<file path="src/plcr_pkg.sv">
// ----------------------------------------------------------------------------
// plcr_pkg - shared types and constants of the color ramp
// Field widths, register indexes and default sizes used by the top and the divider.
// ----------------------------------------------------------------------------
package plcr_pkg;

  localparam int MAX_KEYS_DEF    = 16;
  localparam int MAX_ENTRIES_DEF = 1024;

  localparam int HW    = 16;   // key height width
  localparam int CW    = 8;    // color channel width
  localparam int KIW   = 4;    // key_index field width
  localparam int IDXW  = 10;   // entry_index field width
  localparam int NKW   = 5;    // num_keys register width
  localparam int NEW   = 11;   // num_entries register width
  localparam int QW    = 16;   // weight fraction bits
  localparam int WW    = QW + 1;

  localparam logic [NKW-1:0] NUM_KEYS_RST    = NKW'(2);
  localparam logic [NEW-1:0] NUM_ENTRIES_RST = NEW'(256);
  localparam logic [WW-1:0]  W_ONE           = WW'(1) << QW;

  typedef enum logic {
    REG_NUM_KEYS    = 1'b0,
    REG_NUM_ENTRIES = 1'b1
  } reg_idx_t;

  typedef enum logic {
    ACT_WRITE_KEY = 1'b0,
    ACT_EVAL      = 1'b1
  } action_t;

endpackage

</file>
<file path="src/piecewise_linear_color_ramp_top.sv">
// ----------------------------------------------------------------------------
// piecewise_linear_color_ramp_top - color ramp built from height/color keys
// Key writes fill the key table; evaluations search the bracketing keys
// and blend their colors by a division-derived weight.
// ----------------------------------------------------------------------------
//  channel  dir  handshake            payload
//  in_      in   in_tvalid/in_tready  tdata: key fields + entry_index, tuser: action
//  out_     out  out_tvalid/out_tready tdata: entry_number, red, green, blue
//  cfg_     in   APB psel/penable     num_keys @0x0, num_entries @0x4
//
// A key write is accepted while the sequencer stays idle. An evaluation steps through:
// accept, load the end heights and scale the entry index, a binary search of
// ceil(log2(num_keys-1)) steps, fetch and test the bracket, the weight, the
// one-bit-per-cycle divider, a blend of each channel on the shared 18x17
// multiplier, and the hand-off, in that order. A clamped weight skips the
// divider; a flat or falling bracket skips weight and blend. in_tready is high
// only while the sequencer is idle; a finished result waits in the output
// register while the next transaction is taken.
// Reset clears control state only; the key table holds nothing until written.
// ----------------------------------------------------------------------------
module piecewise_linear_color_ramp_top #(
  parameter int MAX_KEYS    = plcr_pkg::MAX_KEYS_DEF,
  parameter int MAX_ENTRIES = plcr_pkg::MAX_ENTRIES_DEF
) (
  input  logic        clk,
  input  logic        rst_n,
  // key_index[3:0], key_height[19:4], key_red[27:20], key_green[35:28],
  // key_blue[43:36], entry_index[53:44], zero fill
  input  logic [55:0] in_tdata,
  input  logic        in_tuser,   // action
  input  logic        in_tvalid,
  output logic        in_tready,
  // entry_number[9:0], red[17:10], green[25:18], blue[33:26], zero fill
  output logic [39:0] out_tdata,
  output logic        out_tvalid,
  input  logic        out_tready,
  input  logic        cfg_psel,
  input  logic        cfg_penable,
  input  logic        cfg_pwrite,
  input  logic [2:0]  cfg_paddr,
  input  logic [31:0] cfg_pwdata,
  output logic [31:0] cfg_prdata,
  output logic        cfg_pready
);
  import plcr_pkg::*;

  localparam int KW  = $clog2(MAX_KEYS);
  localparam int DW  = $clog2(MAX_ENTRIES);
  localparam int AW  = HW + 2;                               // multiplier a
  localparam int MBW = (DW > WW) ? ((DW > IDXW) ? DW : IDXW)
                                 : ((WW > IDXW) ? WW : IDXW); // multiplier b
  localparam int PW  = AW + MBW + 1;
  localparam int VW  = PW + 1;

  typedef enum logic [4:0] {
    S_IDLE, S_H0, S_HN, S_M0, S_M1, S_M2, S_M3,
    S_SRCH, S_SRD, S_SCMP, S_LR, S_LR2,
    S_W1, S_W2, S_W3, S_W4, S_DIV,
    S_B0, S_B1, S_B2, S_FIN
  } state_t;

  // ---- input field unpack
  logic [KIW-1:0]  f_key_index;
  logic [HW-1:0]   f_key_height;
  logic [3*CW-1:0] f_key_color;
  logic [IDXW-1:0] f_entry_index;

  assign f_key_index   = in_tdata[3:0];
  assign f_key_height  = in_tdata[19:4];
  assign f_key_color   = {in_tdata[27:20], in_tdata[35:28], in_tdata[43:36]};
  assign f_entry_index = in_tdata[53:44];

  // ---- configuration registers
  logic [NKW-1:0] num_keys_r;
  logic [NEW-1:0] num_entries_r;
  logic           cfg_wr;

  assign cfg_pready = 1'b1;
  assign cfg_wr     = cfg_psel && cfg_penable && cfg_pwrite && cfg_pready;

  always_ff @(posedge clk) begin
    if (!rst_n) begin
      num_keys_r    <= NUM_KEYS_RST;
      num_entries_r <= NUM_ENTRIES_RST;
    end else if (cfg_wr) begin
      unique case (reg_idx_t'(cfg_paddr[2]))
        REG_NUM_KEYS:    num_keys_r    <= cfg_pwdata[NKW-1:0];
        REG_NUM_ENTRIES: num_entries_r <= cfg_pwdata[NEW-1:0];
        default: ;
      endcase
    end
  end

  always_comb begin
    unique case (reg_idx_t'(cfg_paddr[2]))
      REG_NUM_KEYS:    cfg_prdata = 32'(num_keys_r);
      REG_NUM_ENTRIES: cfg_prdata = 32'(num_entries_r);
      default:         cfg_prdata = '0;
    endcase
  end

  // Clamp the registers to the supported ranges
  logic [KW-1:0] nm1;
  logic [DW-1:0] dval;

  always_comb begin
    int nk_i;
    int ne_i;
    nk_i = int'(num_keys_r);
    ne_i = int'(num_entries_r);
    if (nk_i < 1)           nk_i = 1;
    if (nk_i > MAX_KEYS)    nk_i = MAX_KEYS;
    if (ne_i < 2)           ne_i = 2;
    if (ne_i > MAX_ENTRIES) ne_i = MAX_ENTRIES;
    nm1  = KW'(nk_i - 1);
    dval = DW'(ne_i - 1);
  end

  // ---- sequencer registers
  state_t                 state_r;
  logic [IDXW-1:0]        idx_r;
  logic [KW-1:0]          nm1_r;
  logic [DW-1:0]          d_r;
  logic signed [HW-1:0]   h0_r, hn_r, hl_r, hr_r;
  logic [3*CW-1:0]        cl_r, cr_r;
  logic signed [VW-1:0]   v_r, num_r, den_r;
  logic [KW-1:0]          l_r, r_r, m_r;
  logic [WW-1:0]          w_r;
  logic [1:0]             ch_r;
  logic [CW-1:0]          acc_r;
  logic [CW-1:0]          res_r [3];
  logic signed [PW-1:0]   prod_r;
  logic                   out_valid_r;
  logic [IDXW-1:0]        out_idx_r;
  logic [CW-1:0]          out_red_r, out_green_r, out_blue_r;

  // ---- key table
  logic                   key_we;
  logic [KW-1:0]          rd_addr;
  logic [HW-1:0]          h_rdata;
  logic [3*CW-1:0]        c_rdata;

  assign in_tready = (state_r == S_IDLE);
  assign key_we    = in_tvalid && in_tready && (action_t'(in_tuser) == ACT_WRITE_KEY)
                     && (int'(f_key_index) < MAX_KEYS);

  plcr_ram #(.WIDTH(HW), .DEPTH(MAX_KEYS)) u_height_ram (
    .clk   (clk),
    .we    (key_we),
    .waddr (KW'(f_key_index)),
    .wdata (f_key_height),
    .raddr (rd_addr),
    .rdata (h_rdata)
  );

  plcr_ram #(.WIDTH(3*CW), .DEPTH(MAX_KEYS)) u_color_ram (
    .clk   (clk),
    .we    (key_we),
    .waddr (KW'(f_key_index)),
    .wdata (f_key_color),
    .raddr (rd_addr),
    .rdata (c_rdata)
  );

  // ---- search midpoint
  logic [KW:0]   lr_sum;
  logic [KW:0]   lr_gap;
  logic [KW-1:0] mid;

  assign lr_sum = {1'b0, l_r} + {1'b0, r_r};
  assign lr_gap = {1'b0, r_r} - {1'b0, l_r};
  assign mid    = lr_sum[KW:1];

  always_comb begin
    unique case (state_r)
      S_HN:    rd_addr = nm1_r;
      S_SRCH:  rd_addr = (lr_gap > (KW+1)'(1)) ? mid : l_r;
      S_LR:    rd_addr = r_r;
      default: rd_addr = '0;
    endcase
  end

  // ---- channel select, R first
  logic [CW-1:0] cl_ch, cr_ch;

  always_comb begin
    case (ch_r)
      2'd0:    begin cl_ch = cl_r[23:16]; cr_ch = cr_r[23:16]; end
      2'd1:    begin cl_ch = cl_r[15:8];  cr_ch = cr_r[15:8];  end
      default: begin cl_ch = cl_r[7:0];   cr_ch = cr_r[7:0];   end
    endcase
  end

  // ---- shared multiplier, registered product
  logic signed [AW-1:0] mul_a;
  logic [MBW-1:0]       mul_b;

  always_comb begin
    mul_a = '0;
    mul_b = '0;
    unique case (state_r)
      S_M1: begin
        mul_a = AW'(hn_r) - AW'(h0_r);
        mul_b = MBW'(idx_r);
      end
      S_M2: begin
        mul_a = AW'(h0_r);
        mul_b = MBW'(d_r);
      end
      S_SRD: begin
        mul_a = AW'($signed(h_rdata));
        mul_b = MBW'(d_r);
      end
      S_W1: begin
        mul_a = AW'(hl_r);
        mul_b = MBW'(d_r);
      end
      S_W2: begin
        mul_a = AW'(hr_r) - AW'(hl_r);
        mul_b = MBW'(d_r);
      end
      S_B0: begin
        mul_a = $signed(AW'(cl_ch));
        mul_b = MBW'(W_ONE - w_r);
      end
      S_B1: begin
        mul_a = $signed(AW'(cr_ch));
        mul_b = MBW'(w_r);
      end
      default: ;
    endcase
  end

  always_ff @(posedge clk) begin
    prod_r <= mul_a * $signed({1'b0, mul_b});
  end

  // ---- divider
  logic          div_start;
  logic          div_done;
  logic [QW-1:0] div_quot;

  assign div_start = (state_r == S_W4) && (num_r > 0) && (num_r < den_r);

  plcr_div #(.W(VW)) u_div (
    .clk   (clk),
    .rst_n (rst_n),
    .start (div_start),
    .num   (num_r),
    .den   (den_r),
    .done  (div_done),
    .quot  (div_quot)
  );

  logic [CW:0] blend_sum;
  assign blend_sum = {1'b0, acc_r} + {1'b0, prod_r[QW +: CW]};

  logic out_valid_nxt;
  logic fin_load;

  assign fin_load      = (state_r == S_FIN) && (!out_valid_r || out_tready);
  assign out_valid_nxt = fin_load ? 1'b1 : (out_valid_r && !out_tready);

  // ---- sequencer
  always_ff @(posedge clk) begin
    if (!rst_n) begin
      state_r     <= S_IDLE;
      out_valid_r <= 1'b0;
    end else begin
      out_valid_r <= out_valid_nxt;
      unique case (state_r)
        S_IDLE: begin
          if (in_tvalid && (action_t'(in_tuser) == ACT_EVAL)) begin
            idx_r   <= f_entry_index;
            nm1_r   <= nm1;
            d_r     <= dval;
            state_r <= S_H0;
          end
        end
        S_H0: state_r <= S_HN;
        S_HN: begin
          h0_r    <= $signed(h_rdata);
          state_r <= S_M0;
        end
        S_M0: begin
          hn_r    <= $signed(h_rdata);
          state_r <= S_M1;
        end
        S_M1: state_r <= S_M2;
        S_M2: begin
          v_r     <= VW'(prod_r);
          state_r <= S_M3;
        end
        S_M3: begin
          v_r     <= v_r + VW'(prod_r);
          l_r     <= '0;
          r_r     <= nm1_r;
          state_r <= S_SRCH;
        end
        S_SRCH: begin
          if (lr_gap > (KW+1)'(1)) begin
            m_r     <= mid;
            state_r <= S_SRD;
          end else begin
            state_r <= S_LR;
          end
        end
        S_SRD: state_r <= S_SCMP;
        S_SCMP: begin
          // step toward the bracket that holds the scaled value
          if (VW'(prod_r) <= v_r) begin
            l_r <= m_r;
          end else begin
            r_r <= m_r;
          end
          state_r <= S_SRCH;
        end
        S_LR: begin
          hl_r    <= $signed(h_rdata);
          cl_r    <= c_rdata;
          state_r <= S_LR2;
        end
        S_LR2: begin
          hr_r    <= $signed(h_rdata);
          cr_r    <= c_rdata;
          state_r <= S_W1;
        end
        S_W1: begin
          if (hr_r <= hl_r) begin
            // flat or falling bracket: left color as is
            res_r[0] <= cl_r[23:16];
            res_r[1] <= cl_r[15:8];
            res_r[2] <= cl_r[7:0];
            state_r  <= S_FIN;
          end else begin
            state_r <= S_W2;
          end
        end
        S_W2: begin
          num_r   <= v_r - VW'(prod_r);
          state_r <= S_W3;
        end
        S_W3: begin
          den_r   <= VW'(prod_r);
          state_r <= S_W4;
        end
        S_W4: begin
          ch_r <= 2'd0;
          if (num_r <= 0) begin
            w_r     <= '0;
            state_r <= S_B0;
          end else if (num_r >= den_r) begin
            w_r     <= W_ONE;
            state_r <= S_B0;
          end else begin
            state_r <= S_DIV;
          end
        end
        S_DIV: begin
          if (div_done) begin
            w_r     <= WW'(div_quot);
            state_r <= S_B0;
          end
        end
        S_B0: state_r <= S_B1;
        S_B1: begin
          acc_r   <= prod_r[QW +: CW];
          state_r <= S_B2;
        end
        S_B2: begin
          res_r[ch_r] <= blend_sum[CW] ? {CW{1'b1}} : blend_sum[CW-1:0];
          if (ch_r == 2'd2) begin
            state_r <= S_FIN;
          end else begin
            ch_r    <= ch_r + 2'd1;
            state_r <= S_B0;
          end
        end
        S_FIN: begin
          // hold until the output register is free
          if (fin_load) begin
            out_idx_r   <= idx_r;
            out_red_r   <= res_r[0];
            out_green_r <= res_r[1];
            out_blue_r  <= res_r[2];
            state_r     <= S_IDLE;
          end
        end
        default: state_r <= S_IDLE;
      endcase
    end
  end

  assign out_tvalid = out_valid_r;
  assign out_tdata  = {6'b0, out_blue_r, out_green_r, out_red_r, out_idx_r};

`ifndef ASSERT_OFF
  a_div_range: assert property (@(posedge clk) disable iff (!rst_n)
    div_start |-> (num_r > 0) && (num_r < den_r))
    else $error("divider started outside its range");

  a_div_done_state: assert property (@(posedge clk) disable iff (!rst_n)
    div_done |-> (state_r == S_DIV))
    else $error("divider done outside the divide state");

  a_bracket_order: assert property (@(posedge clk) disable iff (!rst_n)
    (state_r == S_SRCH) |-> (l_r <= r_r))
    else $error("search bracket crossed");

  a_no_overwrite: assert property (@(posedge clk) disable iff (!rst_n)
    (out_valid_r && !out_tready) |=> out_valid_r)
    else $error("pending result dropped");
`endif

endmodule

</file>
<file path="src/plcr_ram.sv">
// ----------------------------------------------------------------------------
// plcr_ram - generic single write, single read RAM
// One write port, one read port, read data registered.
// ----------------------------------------------------------------------------
module plcr_ram #(
  parameter int WIDTH = 8,
  parameter int DEPTH = 16
) (
  input  logic                     clk,
  input  logic                     we,
  input  logic [$clog2(DEPTH)-1:0] waddr,
  input  logic [WIDTH-1:0]         wdata,
  input  logic [$clog2(DEPTH)-1:0] raddr,
  output logic [WIDTH-1:0]         rdata
);

  logic [WIDTH-1:0] mem_r [DEPTH];

  always_ff @(posedge clk) begin
    if (we) begin
      mem_r[waddr] <= wdata;
    end
    rdata <= mem_r[raddr];
  end

endmodule

</file>
<file path="src/plcr_div.sv">
// ----------------------------------------------------------------------------
// plcr_div - restoring fraction divider
// Produces floor(num * 2^QW / den) for 0 < num < den, one bit per cycle.
// ----------------------------------------------------------------------------
module plcr_div #(
  parameter int W = 36
) (
  input  logic                clk,
  input  logic                rst_n,
  input  logic                start,
  input  logic [W-1:0]        num,
  input  logic [W-1:0]        den,
  output logic                done,
  output logic [plcr_pkg::QW-1:0] quot
);
  import plcr_pkg::*;

  localparam int CNTW = $clog2(QW + 1);

  logic [W-1:0]    rem_r;
  logic [QW-1:0]   quot_r;
  logic [CNTW-1:0] cnt_r;
  logic            busy_r;
  logic            done_r;
  logic [W:0]      shl;
  logic            ge;

  assign shl  = {rem_r, 1'b0};
  assign ge   = shl >= {1'b0, den};
  assign done = done_r;
  assign quot = quot_r;

  always_ff @(posedge clk) begin
    if (!rst_n) begin
      busy_r <= 1'b0;
      done_r <= 1'b0;
      cnt_r  <= '0;
    end else begin
      done_r <= 1'b0;
      if (start) begin
        busy_r <= 1'b1;
        cnt_r  <= CNTW'(QW);
      end else if (busy_r) begin
        cnt_r <= cnt_r - CNTW'(1);
        if (cnt_r == CNTW'(1)) begin
          busy_r <= 1'b0;
          done_r <= 1'b1;
        end
      end
    end
  end

  always_ff @(posedge clk) begin
    if (start) begin
      rem_r  <= num;
      quot_r <= '0;
    end else if (busy_r) begin
      rem_r  <= ge ? W'(shl - {1'b0, den}) : shl[W-1:0];
      quot_r <= {quot_r[QW-2:0], ge};
    end
  end

endmodule
</file>
<file path="config.mk">
export PLATFORM = sky130hd
export DESIGN_NAME = piecewise_linear_color_ramp_top
export DESIGN_NICKNAME = d
export VERILOG_FILES = /design/src/plcr_pkg.sv /design/src/piecewise_linear_color_ramp_top.sv /design/src/plcr_ram.sv /design/src/plcr_div.sv
export SDC_FILE = /design/constraint.sdc
export NUM_CORES = 2
export LEC_CHECK = 0
export BUFFER_PORTS_ARGS = -buffer_cell sky130_fd_sc_hd__buf_2
export CORE_MARGIN = 2
export CORE_UTILIZATION = 50
export CTS_BUF_LIST = sky130_fd_sc_hd__clkbuf_4 sky130_fd_sc_hd__clkbuf_8
export CTS_CLUSTER_SIZE = 40
export DETAILED_ROUTE_END_ITERATION = 8
export PLACE_DENSITY = 0.75
export SYNTH_ARGS = -nofsm -noshare
export SYNTH_HDL_FRONTEND = slang
export SYNTH_SLANG_ARGS = --single-unit
</file>
<file path="constraint.sdc">
create_clock -name clk -period 9.1 [get_ports clk]
set_input_delay 2.275 -clock clk [delete_from_list [all_inputs] [get_ports clk]]
set_output_delay 2.275 -clock clk [all_outputs]
set_load 0.01 [all_outputs]
</file>
; ---- Word level (Yosys, flattened, before mapping)
; Memories as Yosys holds them, arrays and structs flattened. A register that Yosys moved wholly into a read port is not among the register bits.
; Index checks and enable logic that the tools add are counted.
[word_totals]
wordCells = 189
out_inout_bits = 75
regBits = 413
mem_count = 3
ramBits = 664
[memory_table]
columns = memory, depth, word_bits, rd, rd_clocked_by_memory_dff, wr, line_no
row1 = u_color_ram.mem_r, 16, 24, 1, 1, 1, plcr_ram.sv:17  ; logic [WIDTH-1:0] mem_r [DEPTH];
row2 = u_height_ram.mem_r, 16, 16, 1, 1, 1, plcr_ram.sv:17
row3 = res_r, 3, 8, 3, 3, 3, piecewise_linear_color_ramp_top.sv:131  ; logic [CW-1:0] res_r [3];
[classes]
addsub = 13
n_eq_ne = 30
n_bitwise = 4
n_mul = 1
mux = 54
n_reduce_logical = 42
n_lt_le_gt_ge = 12
[op_table]
columns = op, count
row1 = 18-bit case mux with 7 select lines, 1
row2 = 37-bit two-way mux, 3
row3 = 5-bit case mux with 20 select lines, 1
row4 = 37-bit case mux with 2 select lines, 1
row5 = 17-bit case mux with 4 select lines, 1
row6 = 32-bit case mux with 2 select lines, 1
row7 = 17-bit two-way mux, 3
row8 = "5-bit by 4-bit == test with 1-bit output, second input constant", 8
row9 = 38-bit by 37-bit greater-or-equal comparator with 1-bit output, 1
row10 = 37-bit by 36-bit adder with 37-bit output, 1
row11 = 37-bit by 36-bit greater-or-equal comparator with 1-bit output, 1
row12 = "37-bit by 1-bit > comparator with 1-bit output, second input constant", 1
row13 = 36-bit by 37-bit <= comparator with 1-bit output, 1
row14 = "37-bit by 1-bit <= comparator with 1-bit output, second input constant", 1
row15 = 37-bit by 36-bit < comparator with 1-bit output, 1
row16 = 37-bit by 36-bit subtractor with 37-bit output, 1
row17 = 37-bit subtractor, 1
row18 = 18-bit by 18-bit multiplier with 36-bit output, 1
row19 = 5-bit two-way mux, 7
row20 = 17-bit case mux with 2 select lines, 1
row21 = 16-bit by 16-bit subtractor with 17-bit output, 2
row22 = 8-bit case mux with 2 select lines, 2
row23 = "5-bit == test, second input constant", 5
row24 = 3-bit AND reduction, 7
row25 = other kinds (45), 103

; ---- Longest topological paths before layout
[depth]
word_depth = 6
depth_mapped = 36

; ---- Cells and area by module
; From an unflattened synthesis, not the netlist that was laid out.
[hier_totals]
cells_unflattened = 4975
hier_area_um2 = 63375.8
[by_module_without_submodules]
columns = mod, cells_each, seq_area_each_um2, area_per_inst_um2, n_inst
row1 = piecewise_linear_color_ramp_top, 3336, 11461.0, 33276.9, 1
row2 = plcr_ram at u_color_ram, 636, 12011.5, 14930.6, 1
row3 = plcr_ram at u_height_ram, 432, 8007.7, 10042.1, 1
row4 = plcr_div, 571, 1571.5, 5126.2, 1

; ---- Worst setup path before layout
; No wires, ideal clock.
[synth_timing]
path_type = flip-flop to flip-flop
start = reg h0_r[0]
end = reg prod_r[34]
arrival_ns = 8.153
period_less_slack_ns = 8.226
path_buffers = 0
t_required_ns = 9.028
slack_ns = 0.874
stages_incl_launch_ff = 33
cell_sequence = edfxtp_1 -> ha_1 -> fa_1 -> nor2b_1 -> o21ai_0 -> a21oi_1 -> o21ai_0 -> a211oi_1 -> nor3_1 -> or3_1 -> a211oi_1 -> nor2_1 -> fa_1 -> inv_1 -> fa_1 -> fa_1 -> inv_1 -> fa_1 -> fa_1 -> inv_1 -> fa_1 -> inv_1 -> ha_1 -> a21o_1 -> a21o_1 -> a21o_1 -> a21oi_1 -> o22ai_1 -> o31ai_1 -> o211ai_1 -> a31o_2 -> a21oi_1 -> xnor2_1
[synth_between]
elab_chain_len = 3
[synth_lines]
columns = item, line_no
row1 = start: declaration, piecewise_linear_color_ramp_top.sv:124  ; logic signed [HW-1:0] h0_r, hn_r, hl_r, hr_r;
row2 = start signal: assignment, piecewise_linear_color_ramp_top.sv:282  ; h0_r <= $signed(h_rdata);
row3 = 16-bit by 16-bit subtractor with 17-bit output, piecewise_linear_color_ramp_top.sv:203  ; mul_a = AW'(hn_r) - AW'(h0_r);
row4 = 18-bit case mux with 7 select lines *, piecewise_linear_color_ramp_top.sv:201  ; unique case (state_r)
row5 = 18-bit by 18-bit multiplier with 36-bit output *, piecewise_linear_color_ramp_top.sv:235  ; prod_r <= mul_a * $signed({1'b0, mul_b});
row6 = end signal: assignment, piecewise_linear_color_ramp_top.sv:235
row7 = end: declaration, piecewise_linear_color_ramp_top.sv:132  ; logic signed [PW-1:0] prod_r;
; Mark *: on every way between the ends. The rest lies on a longest branch, timed or not.
; A chain may end at the register's enable or synchronous reset.

; ---- Worst setup path after layout
; Same ends and word-level chain as after synthesis.

==> impl_results.md <==
* Switching part of the total at 0.307
* Synth top cells by count: edfxtp_1, nand2_1, inv_1
* Worst setup EP type: flop
* Initial cell density of the core at 0.504
* Tightest Pin Transition at ~1200 ps
* Vias in the first global route at 43200
* Root Driver: clkbuf_8
* Top-count cell post-synth: edfxtp_1
* Internal power at between 9 and 10 mW
* Crit-path max cell delay at 560 ps
* Port Buffers at 120
* Worst Hold Endpoint: out_tdata[14]$_DFFE_PP_
* RR Endpoint: prod_r[34]$_DFF_P_
* Reg2reg path depth at 34
* Detailed Route Iter0 Violations at 4702
* Post-Syn Area at roughly 63000 um^2
* Syn avg cell area at about 11 um^2
* Fin util at 0.557
* Synth Flop Type: edfxtp_1
* Final period utilization at 0.952
* GRT Total Usage at 0.249
* Worst-path maximum fanout at 7
* Max-cap violations at 0
* Hold wc startpoint: res_r[0][4]$_DFFE_PP_
* Clock latency on the worst-skew pair at between 800 and 900 ps
* Worst Hold Path Cells at 0
* R2r startpoint: h0_r[0]$_DFFE_PP_
* Number of flops mapped to enable cells by yosys at 1020
* Die Height at around 360 um
* Switching pwr at 4.33 mW
* Post-synthesis sequential area ratio at 0.522
* FF+latch count, synth at 1141
* Reg power frac at 0.441
* DPL Wire Length at roughly 110000 um
* Crit start category: flop
* Worst min path class: reg2reg
* Total grt overflow at 0
* GPL Wtd Cong at 0.951
* IO Pins at 174
* Sinks on the clock net at 1141
* # fillers at between 10000 and 15000
* Fin. Hold Viols at 0
* CTS max path bufs at 3
* Area contributors post-synth: edfxtp_1, fa_1, ha_1
* First-pass GRT wire length at 249000 um
* Synth warn at 0
* Synth async-reset ratio at 0
* CP max stage cell: fa_1
* Yosys top cell area share at 0.484
* DR WL/cell at between 20 and 25 um
* Pwr dens at 201 nW/um^2
* Mapped Cells at between 5000 and 6000
* Total Wirelength at about 160000 um
* Crit path top cell by count: fa_1
* Residual DRC at 0
* Combinational group share of total power at 0.231
* CTS tree: yes
* Vias per cell at 5.77
* DR pass1 iterations at 6
* Final nets at 6566
* Endpoints failing setup at 0
* Status: complete, no violations
* Fmax achieved at 115 MHz
* Crit path kind: reg2reg
* VDD IR max at 0.000175 V
* Largest net degree at the start of global routing at 134
* Share of post-route cells with drive strength above 1 at 0.107
* Setup Skew at roughly 70 ps
* Leakage power at around 28 nW
* Max-slew headroom at 0.181
* CTS H-tree lvls at 4
* Die area at 130000 um^2
* Antenna viol nets, final at 0
* Setup TNS at 0 ps
* Via Count at between 40000 and 50000
* Max Slew Vio Count at 0
* Unique masters post-synth at 94
* Placeable Area at 126000 um^2
* CTS Buf Count at 177
* Area Overhead vs Synth at 10.6%
* Min cycle time layout at about 8700 ps
* Clock share of power at 0.328
* Initial antenna violation count at 17
* Die width at roughly 360 um
* Synth area leader: edfxtp_1
* Critical Path RT at 9830 ps
* Worst EP arrival at 9400 ps
* Clock-pin slew on the worst setup and hold paths at 60 ps
* Row count at 130
* FF-to-FF setup slack at 430 ps
layout by cell type (no fill, tap or decap), types with 101 or more instances in the layout:
cell type / count
dfxtp_1: 121
ha_1: 294
nand2_1: 845
edfxtp_1: 1020
fa_1: 301
nor2_1: 346
buf_2: 120
buf_4: 101
xnor2_1: 128
clkbuf_8: 194
inv_1: 552
a21oi_1: 221
o21ai_0: 177
nand3_1: 241
cell families after synthesis:
group | share of synthesized area
compound gates | 0.106
xor+xnor | 0.0234
fa+ha+maj | 0.154
buf+inv | 0.0534
flops | 0.522
mux | 0.00812
other cells | 0.000119
simple gates | 0.133
layout make-up:
class / count / area [um^2] / share of cell area
antenna: 5 / 12.5 / 0.000179
clock buffer: 259 / 3160 / 0.0451
clock inverter: 70 / 718 / 0.0103
inverter: 553 / 2080 / 0.0296
multi-input combinational: 3774 / 27600 / 0.393
sequential: 1141 / 33100 / 0.472
tap: 1650 / 2060 / 0.0295
timing repair buffer: 224 / 1420 / 0.0202
registers in the layout (all words and copies together) (netlist names), 17 cells and up:
signal / count
u_height_ram.mem_r: 256
u_div.rem_r: 37
res_r: 24
out_tdata: 24
cr_r: 24
cl_r: 24
num_r: 37
den_r: 36
u_color_ram.mem_r: 384
u_color_ram.rdata: 24
prod_r: 36
w_r: 17
v_r: 37
through the flow:
stage	total power, mW	cells	setup slack [ps]	instance area (um^2)	hold slack (ps)
after detailed placement	9.54	7341	261	66100	405
after global placement	9.46	7341	388	66100	404
after CTS	14.1	7670	206	70000	391
after floorplan	8.57	5748	874	63700	400
final	14.1	7676	434	70100	398
after global routing	14.8	7673	-27.6	70100	406
how the worst max path moves through the flow:
stage	end	slack [ps]	start
final	prod_r[34]$_DFF_P_	430	h0_r[0]$_DFFE_PP_
after global routing	prod_r[34]$_DFF_P_	-30	h0_r[0]$_DFFE_PP_
after CTS	prod_r[34]$_DFF_P_	210	h0_r[0]$_DFFE_PP_
after detailed placement	prod_r[34]$_DFF_P_	260	h0_r[0]$_DFFE_PP_
after global placement	prod_r[34]$_DFF_P_	390	h0_r[0]$_DFFE_PP_
after floorplan	prod_r[34]$_DFF_P_	870	h0_r[0]$_DFFE_PP_
critical path: cells and delay by family, from the launching register on:
family / cells / cell delay [ps]
adders and majority gates: 9 / 3980
AOI/OAI and AO/OA: 15 / 3160
DFF: 1 / 410
buffers and inverters: 5 / 410
and+or+nand+nor: 3 / 380
xor gates and xnor gates: 2 / 260
power groups by stage:
stage	Sequential (mW)	Clock [mW]	Combinational, mW
after floorplan	6.18	0	2.39
after global placement	6.33	0	3.13
after detailed placement	6.34	0	3.21
after CTS	6.23	4.68	3.23
after global routing	6.24	4.90	3.63
final	6.23	4.62	3.26
repair_timing:
| action | in CTS | in global routing |
|---|---|---|
| setup endpoints to repair | 0 | 8 |
| resized for setup | 0 | 9 |
| setup buffers | 0 | 1 |
| hold buffers | 0 | 0 |
metal layers:
| metal | global-route usage | part of all wire | routed length [um] |
|---|---|---|---|
| met2 | 0.400 | 0.47 | 76600 |
| met3 | 0.0488 | 0.094 | 15400 |
| met4 | 0.0962 | 0.037 | 6000 |
| met5 | 0 | 0.00067 | 109 |
| met1 | 0.335 | 0.40 | 65900 |
No activity file was read; power rests on OpenSTA's default activity.
